**src/hw/rtl/vaps_pkg.sv**
```systemverilog
// shared constants, codes and types of the voice allocator
`default_nettype none

package vaps_pkg;

  localparam int NUM_SLOTS = 64;
  localparam int ID_WIDTH  = 32;
  localparam int NUM_CATS  = 7;

  localparam int VID_W     = 32;
  localparam int PRIO_W    = 16;
  localparam int CAT_W     = 3;
  localparam int MAX_W     = 7;
  localparam int KIND_W    = 2;
  localparam int CFG_IDX_W = 4;

  localparam int IDX_W = (NUM_SLOTS > 1) ? $clog2(NUM_SLOTS) : 1;
  localparam int ISS_W = IDX_W + 1;
  localparam int CNT_W = $clog2(NUM_SLOTS + 1);
  localparam int CMP_W = (CNT_W > MAX_W) ? CNT_W : MAX_W;

  localparam logic [MAX_W-1:0] MAX_RESET [NUM_CATS] = '{
    7'd10, 7'd5, 7'd15, 7'd20, 7'd10, 7'd3, 7'd5
  };
  localparam logic [NUM_CATS-1:0] ENABLE_RESET = {NUM_CATS{1'b1}};
  localparam logic [ID_WIDTH-1:0] ID_FIRST     = ID_WIDTH'(1);

  localparam logic [CFG_IDX_W-1:0] REG_ENABLE = CFG_IDX_W'(NUM_CATS);

  typedef enum logic [1:0] {
    FUNC_PLAY     = 2'd0,
    FUNC_RELEASE  = 2'd1,
    FUNC_STOP_CAT = 2'd2,
    FUNC_STOP_ALL = 2'd3
  } func_e;

  localparam logic [KIND_W-1:0] KIND_GRANT  = 2'd0;
  localparam logic [KIND_W-1:0] KIND_REJECT = 2'd1;
  localparam logic [KIND_W-1:0] KIND_DONE   = 2'd2;

  typedef enum logic [1:0] {
    ST_IDLE,
    ST_SCAN,
    ST_END,
    ST_GRANT
  } state_e;

  typedef struct packed {
    logic [CAT_W-1:0]    cat;
    logic [PRIO_W-1:0]   prio;
    logic [ID_WIDTH-1:0] id;
  } slot_entry_t;

endpackage

`default_nettype wire

```
**src/hw/rtl/voice_allocator_priority_steal.sv**
```systemverilog
// top level of the voice allocator with priority stealing
`default_nettype none

// Voice slot allocator. Slot entries (category, priority, id) live in a
// synchronous RAM with a registered read port; the per-slot valid bits,
// the per-category voice counts and the id counter are flops. Every command
// (play, release, stop category, stop all) sweeps the RAM once, one slot per
// cycle while the sweep is not paused. An item is accepted, swept in a
// pipeline (the reads of all slots, the compare of the last slot and a
// drain step), decided and, for a grant, the voice is written back. A steal
// emits the freed voice's completion and then the grant. Stop commands emit
// one completion per freed voice, the last one after the sweep; the sweep
// pauses whenever a completion is ready but the output register is still
// held by the consumer, so a stalled output slows the sweep. The RAM is
// written only after the sweep has ended, so reads and writes of the same
// entry never overlap. No clearing pass is needed after reset: the valid
// bits start cleared. Config writes are taken at any time, with cfg_ready_o
// always high.
module voice_allocator_priority_steal (
  input  wire logic                               clk_i,
  input  wire logic                               rst_ni,
  // command channel
  input  wire logic                               in_valid_i,
  output logic                                    in_ready_o,
  input  wire logic [1:0]                         func_i,
  input  wire logic [vaps_pkg::CAT_W-1:0]         category_i,
  input  wire logic [vaps_pkg::PRIO_W-1:0]        priority_req_i,
  input  wire logic [vaps_pkg::VID_W-1:0]         voice_id_i,
  // result channel
  output logic                                    out_valid_o,
  input  wire logic                               out_ready_i,
  output logic      [vaps_pkg::KIND_W-1:0]        kind_o,
  output logic      [vaps_pkg::VID_W-1:0]         voice_id_res_o,
  output logic      [vaps_pkg::CAT_W-1:0]         category_res_o,
  output logic                                    last_o,
  // config write channel
  input  wire logic                               cfg_valid_i,
  output logic                                    cfg_ready_o,
  input  wire logic [vaps_pkg::CFG_IDX_W-1:0]     cfg_index_i,
  input  wire logic [vaps_pkg::MAX_W-1:0]         cfg_data_i
);

  import vaps_pkg::*;

  localparam int ENTRY_W = $bits(slot_entry_t);

  // config registers
  logic [MAX_W-1:0]    max_q [NUM_CATS];
  logic [NUM_CATS-1:0] enable_q;

  // control state
  state_e              state_q, state_d;
  logic [NUM_SLOTS-1:0] valid_q, valid_d;
  logic [CNT_W-1:0]    cnt_q [NUM_CATS];
  logic [CNT_W-1:0]    cnt_d [NUM_CATS];
  logic [ID_WIDTH-1:0] next_id_q, next_id_d;

  // captured command
  func_e               func_q, func_d;
  logic [CAT_W-1:0]    cat_q, cat_d;
  logic [PRIO_W-1:0]   prio_q, prio_d;
  logic [VID_W-1:0]    vid_q, vid_d;

  // sweep pipeline: issue counter and data stage
  logic [ISS_W-1:0]    iss_q, iss_d;
  logic                d_vld_q, d_vld_d;
  logic [IDX_W-1:0]    d_idx_q, d_idx_d;

  // play search results
  logic [PRIO_W-1:0]   best_q, best_d;
  logic                vic_vld_q, vic_vld_d;
  logic [IDX_W-1:0]    vic_idx_q, vic_idx_d;
  logic [ID_WIDTH-1:0] vic_id_q, vic_id_d;
  logic                free_vld_q, free_vld_d;
  logic [IDX_W-1:0]    free_idx_q, free_idx_d;

  // release search result
  logic                fnd_vld_q, fnd_vld_d;
  logic [IDX_W-1:0]    fnd_idx_q, fnd_idx_d;
  logic [ID_WIDTH-1:0] fnd_id_q, fnd_id_d;
  logic [CAT_W-1:0]    fnd_cat_q, fnd_cat_d;

  // stop: one completion held back until we know whether it is the last one
  logic                pend_vld_q, pend_vld_d;
  logic [ID_WIDTH-1:0] pend_id_q, pend_id_d;
  logic [CAT_W-1:0]    pend_cat_q, pend_cat_d;

  // output register
  logic                out_valid_q, out_valid_d;
  logic [KIND_W-1:0]   out_kind_q, out_kind_d;
  logic [VID_W-1:0]    out_id_q, out_id_d;
  logic [CAT_W-1:0]    out_cat_q, out_cat_d;
  logic                out_last_q, out_last_d;

  // ram port
  logic                ram_we, ram_re;
  logic [IDX_W-1:0]    ram_waddr, ram_raddr;
  logic [ENTRY_W-1:0]  ram_wdata, ram_rdata;
  slot_entry_t         rd_entry, wr_entry;

  // helpers
  logic                out_free;
  logic                out_load;
  logic                stall;
  logic                hit_vld;
  logic                stop_hit;
  logic                cat_ok;
  logic                cat_en;
  logic                cat_full;
  logic [CNT_W-1:0]    cnt_sel;
  logic [MAX_W-1:0]    max_sel;
  logic                iss_done;

  vaps_ram #(
    .DEPTH(NUM_SLOTS),
    .WIDTH(ENTRY_W)
  ) u_slot_ram (
    .clk_i  (clk_i),
    .we_i   (ram_we),
    .waddr_i(ram_waddr),
    .wdata_i(ram_wdata),
    .re_i   (ram_re),
    .raddr_i(ram_raddr),
    .rdata_o(ram_rdata)
  );

  assign rd_entry  = slot_entry_t'(ram_rdata);
  assign ram_wdata = ENTRY_W'(wr_entry);

  assign in_ready_o     = (state_q == ST_IDLE);
  assign cfg_ready_o    = 1'b1;
  assign out_valid_o    = out_valid_q;
  assign kind_o         = out_kind_q;
  assign voice_id_res_o = out_id_q;
  assign category_res_o = out_cat_q;
  assign last_o         = out_last_q;

  assign out_free = !out_valid_q || out_ready_i;
  assign hit_vld  = valid_q[d_idx_q];
  assign iss_done = (iss_q == ISS_W'(NUM_SLOTS));
  assign stop_hit = hit_vld && (func_q == FUNC_STOP_ALL || rd_entry.cat == cat_q);

  // a stop completion can only leave once the held one has a free output
  assign stall = (state_q == ST_SCAN) && d_vld_q &&
                 (func_q == FUNC_STOP_CAT || func_q == FUNC_STOP_ALL) &&
                 stop_hit && pend_vld_q && !out_free;

  // requested category lookups, guarded against the unused code seven
  assign cat_ok   = (cat_q < CAT_W'(NUM_CATS));
  assign cat_en   = cat_ok && enable_q[cat_q];
  assign cnt_sel  = cat_ok ? cnt_q[cat_q] : '0;
  assign max_sel  = cat_ok ? max_q[cat_q] : '0;
  assign cat_full = (CMP_W'(cnt_sel) >= CMP_W'(max_sel));

  // config registers
  always_ff @(posedge clk_i or negedge rst_ni) begin
    if (!rst_ni) begin
      max_q    <= MAX_RESET;
      enable_q <= ENABLE_RESET;
    end else if (cfg_valid_i) begin
      if (cfg_index_i < CFG_IDX_W'(NUM_CATS)) begin
        max_q[cfg_index_i[CAT_W-1:0]] <= cfg_data_i;
      end else if (cfg_index_i == REG_ENABLE) begin
        enable_q <= cfg_data_i[NUM_CATS-1:0];
      end
    end
  end

  // next state and datapath
  always_comb begin
    state_d     = state_q;
    valid_d     = valid_q;
    cnt_d       = cnt_q;
    next_id_d   = next_id_q;
    func_d      = func_q;
    cat_d       = cat_q;
    prio_d      = prio_q;
    vid_d       = vid_q;
    iss_d       = iss_q;
    d_vld_d     = d_vld_q;
    d_idx_d     = d_idx_q;
    best_d      = best_q;
    vic_vld_d   = vic_vld_q;
    vic_idx_d   = vic_idx_q;
    vic_id_d    = vic_id_q;
    free_vld_d  = free_vld_q;
    free_idx_d  = free_idx_q;
    fnd_vld_d   = fnd_vld_q;
    fnd_idx_d   = fnd_idx_q;
    fnd_id_d    = fnd_id_q;
    fnd_cat_d   = fnd_cat_q;
    pend_vld_d  = pend_vld_q;
    pend_id_d   = pend_id_q;
    pend_cat_d  = pend_cat_q;
    out_valid_d = out_valid_q && !out_ready_i;
    out_kind_d  = out_kind_q;
    out_id_d    = out_id_q;
    out_cat_d   = out_cat_q;
    out_last_d  = out_last_q;
    out_load    = 1'b0;
    ram_we      = 1'b0;
    ram_waddr   = free_idx_q;
    ram_re      = 1'b0;
    ram_raddr   = iss_q[IDX_W-1:0];
    wr_entry.cat  = cat_q;
    wr_entry.prio = prio_q;
    wr_entry.id   = next_id_q;

    unique case (state_q)
      ST_IDLE: begin
        if (in_valid_i) begin
          func_d     = func_e'(func_i);
          cat_d      = category_i;
          prio_d     = priority_req_i;
          vid_d      = voice_id_i;
          iss_d      = '0;
          d_vld_d    = 1'b0;
          best_d     = priority_req_i;
          vic_vld_d  = 1'b0;
          free_vld_d = 1'b0;
          fnd_vld_d  = 1'b0;
          pend_vld_d = 1'b0;
          state_d    = ST_SCAN;
        end
      end

      ST_SCAN: begin
        if (d_vld_q && !stall) begin
          unique case (func_q)
            FUNC_PLAY: begin
              if (hit_vld && rd_entry.cat == cat_q && rd_entry.prio < best_q) begin
                best_d    = rd_entry.prio;
                vic_vld_d = 1'b1;
                vic_idx_d = d_idx_q;
                vic_id_d  = rd_entry.id;
              end
              if (!hit_vld && !free_vld_q) begin
                free_vld_d = 1'b1;
                free_idx_d = d_idx_q;
              end
            end
            FUNC_RELEASE: begin
              if (hit_vld && VID_W'(rd_entry.id) == vid_q && !fnd_vld_q) begin
                fnd_vld_d = 1'b1;
                fnd_idx_d = d_idx_q;
                fnd_id_d  = rd_entry.id;
                fnd_cat_d = rd_entry.cat;
              end
            end
            FUNC_STOP_CAT, FUNC_STOP_ALL: begin
              if (stop_hit) begin
                if (pend_vld_q) begin
                  out_load   = 1'b1;
                  out_kind_d = KIND_DONE;
                  out_id_d   = VID_W'(pend_id_q);
                  out_cat_d  = pend_cat_q;
                  out_last_d = 1'b0;
                end
                pend_vld_d       = 1'b1;
                pend_id_d        = rd_entry.id;
                pend_cat_d       = rd_entry.cat;
                valid_d[d_idx_q] = 1'b0;
                if (rd_entry.cat < CAT_W'(NUM_CATS) && cnt_q[rd_entry.cat] != '0) begin
                  cnt_d[rd_entry.cat] = cnt_q[rd_entry.cat] - CNT_W'(1);
                end
              end
            end
            default: ;
          endcase
        end
        if (!stall) begin
          if (!iss_done) begin
            ram_re  = 1'b1;
            iss_d   = iss_q + ISS_W'(1);
            d_vld_d = 1'b1;
            d_idx_d = iss_q[IDX_W-1:0];
          end else begin
            d_vld_d = 1'b0;
            if (!d_vld_q) begin
              state_d = ST_END;
            end
          end
        end
      end

      ST_END: begin
        unique case (func_q)
          FUNC_PLAY: begin
            if (!cat_en || (cat_full && !vic_vld_q) || (!cat_full && !free_vld_q)) begin
              if (out_free) begin
                out_load   = 1'b1;
                out_kind_d = KIND_REJECT;
                out_id_d   = '0;
                out_cat_d  = cat_q;
                out_last_d = 1'b1;
                state_d    = ST_IDLE;
              end
            end else if (cat_full) begin
              // steal: report the victim, then take the lowest free slot
              if (out_free) begin
                out_load           = 1'b1;
                out_kind_d         = KIND_DONE;
                out_id_d           = VID_W'(vic_id_q);
                out_cat_d          = cat_q;
                out_last_d         = 1'b0;
                valid_d[vic_idx_q] = 1'b0;
                if (cnt_sel != '0) begin
                  cnt_d[cat_q] = cnt_sel - CNT_W'(1);
                end
                if (!free_vld_q || vic_idx_q < free_idx_q) begin
                  free_vld_d = 1'b1;
                  free_idx_d = vic_idx_q;
                end
                state_d = ST_GRANT;
              end
            end else begin
              state_d = ST_GRANT;
            end
          end
          FUNC_RELEASE: begin
            if (!fnd_vld_q) begin
              state_d = ST_IDLE;
            end else if (out_free) begin
              out_load           = 1'b1;
              out_kind_d         = KIND_DONE;
              out_id_d           = VID_W'(fnd_id_q);
              out_cat_d          = fnd_cat_q;
              out_last_d         = 1'b1;
              valid_d[fnd_idx_q] = 1'b0;
              if (fnd_cat_q < CAT_W'(NUM_CATS) && cnt_q[fnd_cat_q] != '0) begin
                cnt_d[fnd_cat_q] = cnt_q[fnd_cat_q] - CNT_W'(1);
              end
              state_d = ST_IDLE;
            end
          end
          FUNC_STOP_CAT, FUNC_STOP_ALL: begin
            if (!pend_vld_q) begin
              state_d = ST_IDLE;
            end else if (out_free) begin
              out_load   = 1'b1;
              out_kind_d = KIND_DONE;
              out_id_d   = VID_W'(pend_id_q);
              out_cat_d  = pend_cat_q;
              out_last_d = 1'b1;
              pend_vld_d = 1'b0;
              state_d    = ST_IDLE;
            end
          end
          default: ;
        endcase
      end

      ST_GRANT: begin
        if (out_free) begin
          ram_we              = 1'b1;
          valid_d[free_idx_q] = 1'b1;
          cnt_d[cat_q]        = cnt_sel + CNT_W'(1);
          // id counter skips zero on wrap
          next_id_d = (next_id_q == {ID_WIDTH{1'b1}}) ? ID_FIRST : next_id_q + ID_FIRST;
          out_load   = 1'b1;
          out_kind_d = KIND_GRANT;
          out_id_d   = VID_W'(next_id_q);
          out_cat_d  = cat_q;
          out_last_d = 1'b1;
          state_d    = ST_IDLE;
        end
      end

      default: state_d = ST_IDLE;
    endcase

    if (out_load) begin
      out_valid_d = 1'b1;
    end
  end

  // control registers
  always_ff @(posedge clk_i or negedge rst_ni) begin
    if (!rst_ni) begin
      state_q     <= ST_IDLE;
      valid_q     <= '0;
      cnt_q       <= '{default: '0};
      next_id_q   <= ID_FIRST;
      iss_q       <= '0;
      d_vld_q     <= 1'b0;
      vic_vld_q   <= 1'b0;
      free_vld_q  <= 1'b0;
      fnd_vld_q   <= 1'b0;
      pend_vld_q  <= 1'b0;
      out_valid_q <= 1'b0;
      func_q      <= FUNC_PLAY;
    end else begin
      state_q     <= state_d;
      valid_q     <= valid_d;
      cnt_q       <= cnt_d;
      next_id_q   <= next_id_d;
      iss_q       <= iss_d;
      d_vld_q     <= d_vld_d;
      vic_vld_q   <= vic_vld_d;
      free_vld_q  <= free_vld_d;
      fnd_vld_q   <= fnd_vld_d;
      pend_vld_q  <= pend_vld_d;
      out_valid_q <= out_valid_d;
      func_q      <= func_d;
    end
  end

  // payload registers
  always_ff @(posedge clk_i) begin
    cat_q      <= cat_d;
    prio_q     <= prio_d;
    vid_q      <= vid_d;
    d_idx_q    <= d_idx_d;
    best_q     <= best_d;
    vic_idx_q  <= vic_idx_d;
    vic_id_q   <= vic_id_d;
    free_idx_q <= free_idx_d;
    fnd_idx_q  <= fnd_idx_d;
    fnd_id_q   <= fnd_id_d;
    fnd_cat_q  <= fnd_cat_d;
    pend_id_q  <= pend_id_d;
    pend_cat_q <= pend_cat_d;
    out_kind_q <= out_kind_d;
    out_id_q   <= out_id_d;
    out_cat_q  <= out_cat_d;
    out_last_q <= out_last_d;
  end

  // a new result never overwrites one the consumer has not taken
  assert property (@(posedge clk_i) disable iff (!rst_ni)
    out_load |-> (!out_valid_q || out_ready_i))
    else $error("result register overwritten");

  // the slot ram is written only together with a grant result
  assert property (@(posedge clk_i) disable iff (!rst_ni)
    ram_we |-> (out_load && out_kind_d == KIND_GRANT && state_q == ST_GRANT))
    else $error("slot write without grant");

  // the sweep pauses only while the result register is held
  assert property (@(posedge clk_i) disable iff (!rst_ni)
    stall |-> (out_valid_q && !out_ready_i && !ram_re))
    else $error("sweep stalled with free output");

  // an accepted item always starts a sweep from slot zero
  assert property (@(posedge clk_i) disable iff (!rst_ni)
    (in_valid_i && in_ready_o) |=> (state_q == ST_SCAN && iss_q == '0 && !d_vld_q))
    else $error("sweep not started");

  // the id counter never hands out zero
  assert property (@(posedge clk_i) disable iff (!rst_ni)
    next_id_q != '0)
    else $error("id counter reached zero");

endmodule

`default_nettype wire

```
**src/hw/rtl/vaps_ram.sv**
```systemverilog
// generic single-port-write, registered-read memory
`default_nettype none

module vaps_ram #(
  parameter int DEPTH = 64,
  parameter int WIDTH = 51,
  parameter int AW    = (DEPTH > 1) ? $clog2(DEPTH) : 1
) (
  input  wire logic             clk_i,
  input  wire logic             we_i,
  input  wire logic [AW-1:0]    waddr_i,
  input  wire logic [WIDTH-1:0] wdata_i,
  input  wire logic             re_i,
  input  wire logic [AW-1:0]    raddr_i,
  output logic      [WIDTH-1:0] rdata_o
);

  logic [WIDTH-1:0] mem_q [DEPTH];
  logic [WIDTH-1:0] rdata_q;

  always_ff @(posedge clk_i) begin
    if (we_i) begin
      mem_q[waddr_i] <= wdata_i;
    end
  end

  // read data holds while re_i is low
  always_ff @(posedge clk_i) begin
    if (re_i) begin
      rdata_q <= mem_q[raddr_i];
    end
  end

  assign rdata_o = rdata_q;

endmodule

`default_nettype wire

```
**config.mk**
```make
export PLATFORM = sky130hd
export DESIGN_NAME = voice_allocator_priority_steal
export DESIGN_NICKNAME = d
export VERILOG_FILES = /design/src/hw/rtl/vaps_pkg.sv /design/src/hw/rtl/voice_allocator_priority_steal.sv /design/src/hw/rtl/vaps_ram.sv
export SDC_FILE = /design/constraint.sdc
export NUM_CORES = 2
export LEC_CHECK = 0
export ABC_CLOCK_PERIOD_IN_PS = 13400
export BUFFER_PORTS_ARGS = -buffer_cell sky130_fd_sc_hd__buf_2
export CAP_MARGIN = 30
export CORE_MARGIN = 5
export CORE_UTILIZATION = 38
export CTS_BUF_LIST = sky130_fd_sc_hd__clkbuf_8
export DETAILED_ROUTE_END_ITERATION = 10
export PLACE_DENSITY = 0.5
export SYNTH_ARGS = -nofsm -noshare
export SYNTH_HDL_FRONTEND = slang
export SYNTH_SLANG_ARGS = --single-unit
```
**constraint.sdc**
```tcl
create_clock -name clk_i -period 13.4 [get_ports clk_i]
set_input_delay 0.67 -clock clk_i [delete_from_list [all_inputs] [get_ports clk_i]]
set_output_delay 0.67 -clock clk_i [all_outputs]
set_load 0.05 [all_outputs]
```
### Yosys cells after proc, flatten, opt, wreduce, memory -nomap -nowiden

Memory sizes are Yosys's and may differ from the RTL's. A register that Yosys moved wholly into a read port is not among the register bits.
Index checks and enable logic that the tools add are counted.

| storage, ports and cells | value |
|---|---|
| register bits after elaboration | 449 |
| bits in writable memories | 3264 |
| input bits | 69 |
| output and inout bits | 41 |
| word-level logic and storage cells | 403 |
| memories | 1 |

| cells by class | value |
|---|---|
| $add $sub $neg | 6 |
| order comparisons | 24 |
| equality and inequality tests | 48 |
| multiplexer cells | 193 |
| bitwise gates (word level) | 14 |
| reduce and logical (&&, ||, !) cells | 74 |

Memory list:

| memory | words | bits a word | rd ports | clocked after Yosys merged registers in | write ports | RTL line | RTL |
|---|---|---|---|---|---|---|---|
| u_slot_ram.mem_q | 64 | 51 | 1 | 1 | 1 | vaps_ram.sv:18 | `logic [WIDTH-1:0] mem_q [DEPTH];` |

Operator list:

| operator | count |
|---|---|
| 49-bit 2-to-1 mux | 12 |
| 64-bit 2-to-1 mux | 9 |
| 32-bit 2-to-1 mux | 14 |
| 49-bit bitwise mux | 5 |
| 64-bit bitwise AND | 3 |
| 64-bit NOT | 3 |
| 32-bit one-hot mux with 3 select lines | 2 |
| 64-bit one-hot mux with 3 select lines | 1 |
| 49-bit one-hot mux with 3 select lines | 1 |
| 64-bit one-hot mux with 2 select lines | 1 |
| 7-bit 2-to-1 mux | 17 |
| 49-bit one-hot mux with 2 select lines | 1 |
| 7-bit binary-select mux with 3-bit select | 4 |
| 7-bit demux with 3-bit select | 4 |
| 16-bit 2-to-1 mux | 4 |
| 64-bit bitwise OR | 1 |
| 1-bit 2-to-1 mux | 54 |
| 6-bit 2-to-1 mux | 8 |
| 2-bit 2-to-1 mux | 21 |
| 3-bit 2-to-1 mux | 11 |
| 32-bit by 1-bit adder with 32-bit output, second input constant | 1 |
| 32-bit == test | 1 |
| 32-bit == test, second input constant | 1 |
| 16-bit one-hot mux with 2 select lines | 1 |
| 53 further kinds | 179 |

### Logic depth before layout (Yosys ltp)

| logic depth | value |
|---|---|
| word-level depth | 13 |
| mapped depth | 22 |
| gate-level depth less buffers | 15 |

### Modules after synthesis

Synthesis repeated with hierarchy kept, for this count alone.

| unflattened totals | value |
|---|---|
| cells, all modules | 8006 |
| area, all modules | 151390.2 sq um |

By module, submodules not included:

| module | instances | cells each | area each (sq um) | sequential area each (sq um) |
|---|---|---|---|---|
| vaps_ram | 1 | 5568 | 125854.5 | 99545.5 |
| voice_allocator_priority_steal | 1 | 2438 | 25535.7 | 12421.9 |

### Worst setup path after synthesis

Ideal clock, no wire load.

| path | value |
|---|---|
| kind | register -> register |
| from | reg cat_q[0] |
| to | reg out_id_q[0], in the netlist voice_id_res_o[0], enable pin |
| library setup time | 0.594 ns |
| arrival | 9.495 ns |
| data required time | 12.806 ns |
| setup slack | 3.311 ns |
| stages on the path, launching flop included | 18 |
| path buffers | 5 |
| period minus slack after synthesis | 10.089 ns |
| path through | edfxtp_1 -> buf_6 -> buf_6 -> buf_2 -> clkbuf_1 -> buf_1 -> nor2_1 -> a221oi_1 -> nor2_1 -> a221oi_1 -> ha_1 -> a21o_1 -> a31oi_1 -> o21ai_0 -> maj3_1 -> a211oi_1 -> o21ba_2 -> a2111oi_0 |

| between the ends | value |
|---|---|
| cells in the longest elaborated chain, start to end | 11 |
| elaborated cells between the ends (all ways) | 34 |
| those cells by class | 2 x order compare; 6 x eq/ne; 10 x mux; 1 x bitwise; 15 x reduce/logical |

RTL lines:

| item | RTL line | RTL |
|---|---|---|
| from (decl) | voice_allocator_priority_steal.sv:60 | `logic [CAT_W-1:0] cat_q, cat_d;` |
| from (signal assigned) | voice_allocator_priority_steal.sv:410 | `cat_q <= cat_d;` |
| 3-bit NOT with 4-bit output (implied by the code) | voice_allocator_priority_steal.sv:151, voice_allocator_priority_steal.sv:152 |  |
| 7-bit binary-select mux with 3-bit select, on equally long branches | voice_allocator_priority_steal.sv:151, voice_allocator_priority_steal.sv:152 |  |
| 7-bit 2-to-1 mux, on equally long branches (3 in a row) | voice_allocator_priority_steal.sv:151, voice_allocator_priority_steal.sv:152 |  |
| 7-bit >= comparator | voice_allocator_priority_steal.sv:153 | `assign cat_full = (CMP_W'(cnt_sel) >= CMP_W'(max_sel));` |
| 1-bit logical AND / 1-bit zero test (equally long branches) | voice_allocator_priority_steal.sv:289 | `if (!cat_en \|\| (cat_full && !vic_vld_q) \|\| (!cat_full && !free_vld_q)) begin` |
| 1-bit logical OR / 1-bit logical AND (equally long branches) | voice_allocator_priority_steal.sv:289 |  |
| 1-bit logical OR | voice_allocator_priority_steal.sv:289 |  |
| 4-bit != test (no line) | - |  |
| 13-bit AND reduction (no line) * | - |  |
| to (signal assigned) | voice_allocator_priority_steal.sv:424 | `out_id_q <= out_id_d;` |
| to (decl) | voice_allocator_priority_steal.sv:91 | `logic [VID_W-1:0] out_id_q, out_id_d;` |

Mark *: on every way between the ends. The rest lies on a longest branch, timed or not. The select of a mux whose other input is x is not followed.
A chain may end at the register's enable or synchronous reset.

### Worst setup path after layout

| path | value |
|---|---|
| from | reg cat_q[1] |
| to | reg valid_q[3] |

| between the ends | value |
|---|---|
| cells in the longest elaborated chain, start to end | 11 |
| elaborated cells between the ends (all ways) | 33 |
| those cells by class | 2 x order compare; 5 x eq/ne; 10 x mux; 1 x bitwise; 15 x reduce/logical |

RTL lines:

| item | RTL line | RTL |
|---|---|---|
| 3-bit NOT with 4-bit output (implied by the code) | voice_allocator_priority_steal.sv:151, voice_allocator_priority_steal.sv:152 |  |
| 7-bit binary-select mux with 3-bit select, on equally long branches | voice_allocator_priority_steal.sv:151, voice_allocator_priority_steal.sv:152 |  |
| 7-bit 2-to-1 mux, on equally long branches (3 in a row) | voice_allocator_priority_steal.sv:151, voice_allocator_priority_steal.sv:152 |  |
| 7-bit >= comparator | voice_allocator_priority_steal.sv:153 |  |
| 1-bit logical AND / 1-bit zero test (equally long branches) | voice_allocator_priority_steal.sv:289 |  |
| 1-bit logical OR / 1-bit logical AND (equally long branches) | voice_allocator_priority_steal.sv:289 |  |
| 1-bit logical OR | voice_allocator_priority_steal.sv:289 |  |
| 3-bit != test (no line) | - |  |
| 11-bit AND reduction (no line) * | - |  |
| to (signal assigned) | voice_allocator_priority_steal.sv:394 | `valid_q <= valid_d;` |
| to (decl) | voice_allocator_priority_steal.sv:53 | `logic [NUM_SLOTS-1:0] valid_q, valid_d;` |

Marked as above.

==> parameters.txt <==
Parameter                              Value

Run status
  Result of the run    finished clean

Worst setup path
  Setup crit start kind    register
  Launching point of the worst reg2reg path    cat_q[1]
  Highest fanout seen on the critical path    88
  CP cell instances    buf_4, nor2_1, and2_1, a222oi_1, ha_1, nand2b_1, a31oi_1, o21ai_0, maj3_1, a21oi_2, o21ai_2, nand2_1, nor2_4, a311oi_1
  Type of destination of the critical path    register
  Worst EP arrival    7.80 ns
  Max stage delay on crit path    1.04 ns
  Reg-to-reg critical path endpoint    valid_q[3]
  Worst r2r path cells    14
  R2r setup slk    6.57 ns
  Master of the slowest instance on the critical path    nor2_4
  Data required time of the critical path    14.37 ns
  Kind of critical path    register to register

Floorplanning
  Horizontal die dimension    640 µm
  I/O Pins    110
  Chip height    640 µm
  Floorplan die area    410,000 µm²
  Initial cell density of the core    0.381
  Row count    231
  Area of the placeable core    396,000 µm²

STA
  Final Skew    0.0551 ns
  Setup repair after global routing missed its margin    false
  Measured slew at the worst slew-check pin    1.10 ns
  Max_slew headroom    0.264
  Hold_ws    0.117 ns
  Achievable clock frequency    0.146 GHz
  Count of endpoints failing hold in the final timing report    0
  Final Critical Period    6.83 ns
  Final count of pins violating max slew    0
  Final setup violation count    0
  Final critical-path share of the clock period    0.510
  Total Neg Setup Slack    0 ns

Synthesis
  XOR/XNOR Fraction of Synth Area    0.00515
  Cell count after synthesis    7,295
  Post-synthesis mux area share    0.175
  Cell area after synthesis    151,000 µm²
  Number of synthesized register bits    3,764
  Dominant cells by area after synthesis    edfxtp_1, mux4_2, dfrtp_1
  Warnings, synthesis    0
  Sequential element share of the synthesized area    0.741
  Combinational family with the most area after synthesis    multiplexers
  Leading cell type by number of instances after synthesis    edfxtp_1
  Ys flop type    edfxtp_1
  Adder-cell share of the synthesized area    0.00330
  Top cell types by occurrence after synthesis    edfxtp_1, mux4_2, clkbuf_1
  EDFF count, synth    3,546
  Cell variety after synth    94
  Syn_nets    7,403
  Simple-gate share of the synthesized area    0.0259
  Avg Synthesized Cell Area    20.7 µm²
  Post-synth top area cell    edfxtp_1
  Compound-Gate Fraction of Synth Area    0.0364
  Top cell type's share of synthesized area    0.705
  Fraction of registers with async set or reset after synthesis    0.0579

Clock network
  Setup fix buffers added after clock tree synthesis    0
  TritonCTS clock tree    built
  Post-cts hold buffer count    72
  Number of resized instances in the post-cts repair step    0
  Count of clock tree sinks    3,764
  Clock H-tree levels    6
  Number of buffers on the longest clock path    4
  CTS root buffer    clkbuf_8
  Clk slew on worst S/H paths    0.06 ns
  Number of buffers created by CTS    634
  Clock insertion delay at the later pin of the skew report    1.19 ns

Place
  Cell area after placement    160,000 µm²
  Number of port buffers    108
  HPWL after detailed placement    271,000 µm
  Number of cells in the design after placement    12,500
  Global placement routability congestion    0.932

Global route
  Number of global-route vias before repair    81,500
  Initial antenna violation count    24
  Global-route wire length before repair    665,000 µm
  Maximum number of pins on one net before global-route repair    124
  Global route overflow    0
  Global routing usage summed across all routing layers    0.231

Worst hold path
  Path type of the worst min-delay path    primary input to asynchronous set/reset pin

Pwr
  Power density over cell area    129 nW/µm²
  Standby leakage power    58.2 nW
  VDD IR-drop max    94.8 µV

Drt
  DRT met1 WL    206,000 µm
  Routed vias/inst    5.92
  Number of detailed-routing iterations run before antenna repair    6
  Vias    81,300
  Remaining DRCs    0
  Length of routed met3 wiring    34,200 µm
  Highest signal layer in the routed design    met5
  Final routed wire length divided by cell count    35.2 µm
  Initial DRC count    9,643
  Post-detailed-route count of antenna-violating nets    0
  Met2 wire length    229,000 µm
  DRT Wirelength    483,000 µm

Cells and area
  Final instance area    172,000 µm²
  Layout-stage area growth over the synthesis result    14.1%
  Fraction of layout instances using a drive strength above 1    0.300
  Layout filler cell count    34,300
  Final net count    8,101
  Utilization after layout    0.435
  Post-Layout Cell Count    13,700

Flow run
  Number of max-cap violations    0
worst max-delay path, delay by kind of cell (launching register included):
family	cells	cell delay, ns
fa+ha+maj	2	0.60
buf+inv	1	0.81
compound gates	6	2.09
simple gates	5	2.45
flops	1	0.60
logic make-up (layout without fill, tap and decap cells):
family                   after synthesis  count (layout)
XOR/XNOR                              88              88
multiplexers                        1274            1274
adder cells (fa/ha/maj)               40              40
AO/OA/AOI/OAI                        784             784
other                                  1               8
buffers and inverters                515            1696
flip-flops                          3764            3764
AND/OR/NAND/NOR                      829             829
layout make-up:
| class | instances | area (µm²) | area share |
|---|---|---|---|
| sequential | 3764 | 112000 | 0.650 |
| multi-input combinational | 3016 | 37600 | 0.218 |
| clock buffer | 653 | 8990 | 0.0521 |
| tap | 5242 | 6560 | 0.0381 |
| timing repair buffer | 512 | 4450 | 0.0258 |
| clock inverter | 466 | 2410 | 0.0140 |
| inverter | 65 | 246 | 0.00143 |
| antenna | 7 | 17.5 | 0.000102 |
flip-flops by register name, summed over array words and instances, names as in the netlist, 7 cells and up:
register / cells
cnt_q: 49
u_slot_ram.mem_q: 3264
vic_id_q: 32
fnd_id_q: 32
valid_q: 64
next_id_q: 32
voice_id_res_o: 32
enable_q: 7
best_q: 16
u_slot_ram.rdata_o: 51
vid_q: 32
max_q: 49
pend_id_q: 32
prio_q: 16
iss_q: 7
where the power goes:
group          switching (W)  internal, W
Clock                0.00472      0.00472
Sequential         0.0000284       0.0127
Combinational      0.0000551    0.0000634
Total                0.00480       0.0175
per-stage QoR:
step,setup WS [ns],total power [W]
after floorplan,3.31,0.0130
after global placement,7.01,0.0131
after detailed placement,6.88,0.0131
after CTS,6.78,0.0226
after global routing,6.33,0.0231
final,6.57,0.0223
routing by layer:
| layer | track usage | up-vias |
|---|---|---|
| met5 | 0 | - |
| met4 | 0.0656 | 8 |
| met3 | 0.0427 | 840 |
| met2 | 0.366 | 3778 |
| met1 | 0.328 | 44400 |
| li1 | - | 32200 |
cell usage in the layout (no fill, tap or decap), types with 32 or more instances in the layout:
cell type and n:
o221ai_1 39, a311oi_1 33, edfxtp_1 3546, ha_1 36, mux2i_1 95, a31oi_1 71, mux2_2 89, a21oi_1 156
nor2b_1 32, xor2_1 48, nand3_1 80, mux4_2 1080, dlygate4sd3_1 72, buf_2 109, a22o_1 62, clkbuf_8 653
dfrtp_1 156, nor2_4 64, o22ai_1 67, nor3_1 44, a22oi_1 48, xnor2_1 39, nand2_1 188, clkinv_1 151
o21ai_0 90, buf_4 285, nor2_1 231, clkinv_2 54, inv_1 269
how the worst max path moves through the flow:
stage | slack, ns | to | startpoint
floorplan | 3.31 | voice_id_res_o[0] | cat_q[0]
detailed placement | 6.88 | valid_q[3] | cat_q[1]
finish | 6.57 | valid_q[3] | cat_q[1]
CTS | 6.78 | valid_q[3] | cat_q[1]
global placement | 7.01 | valid_q[38] | cat_q[1]
global route | 6.33 | valid_q[3] | cat_q[1]
Note: power is estimated with default switching activity, not from simulation.
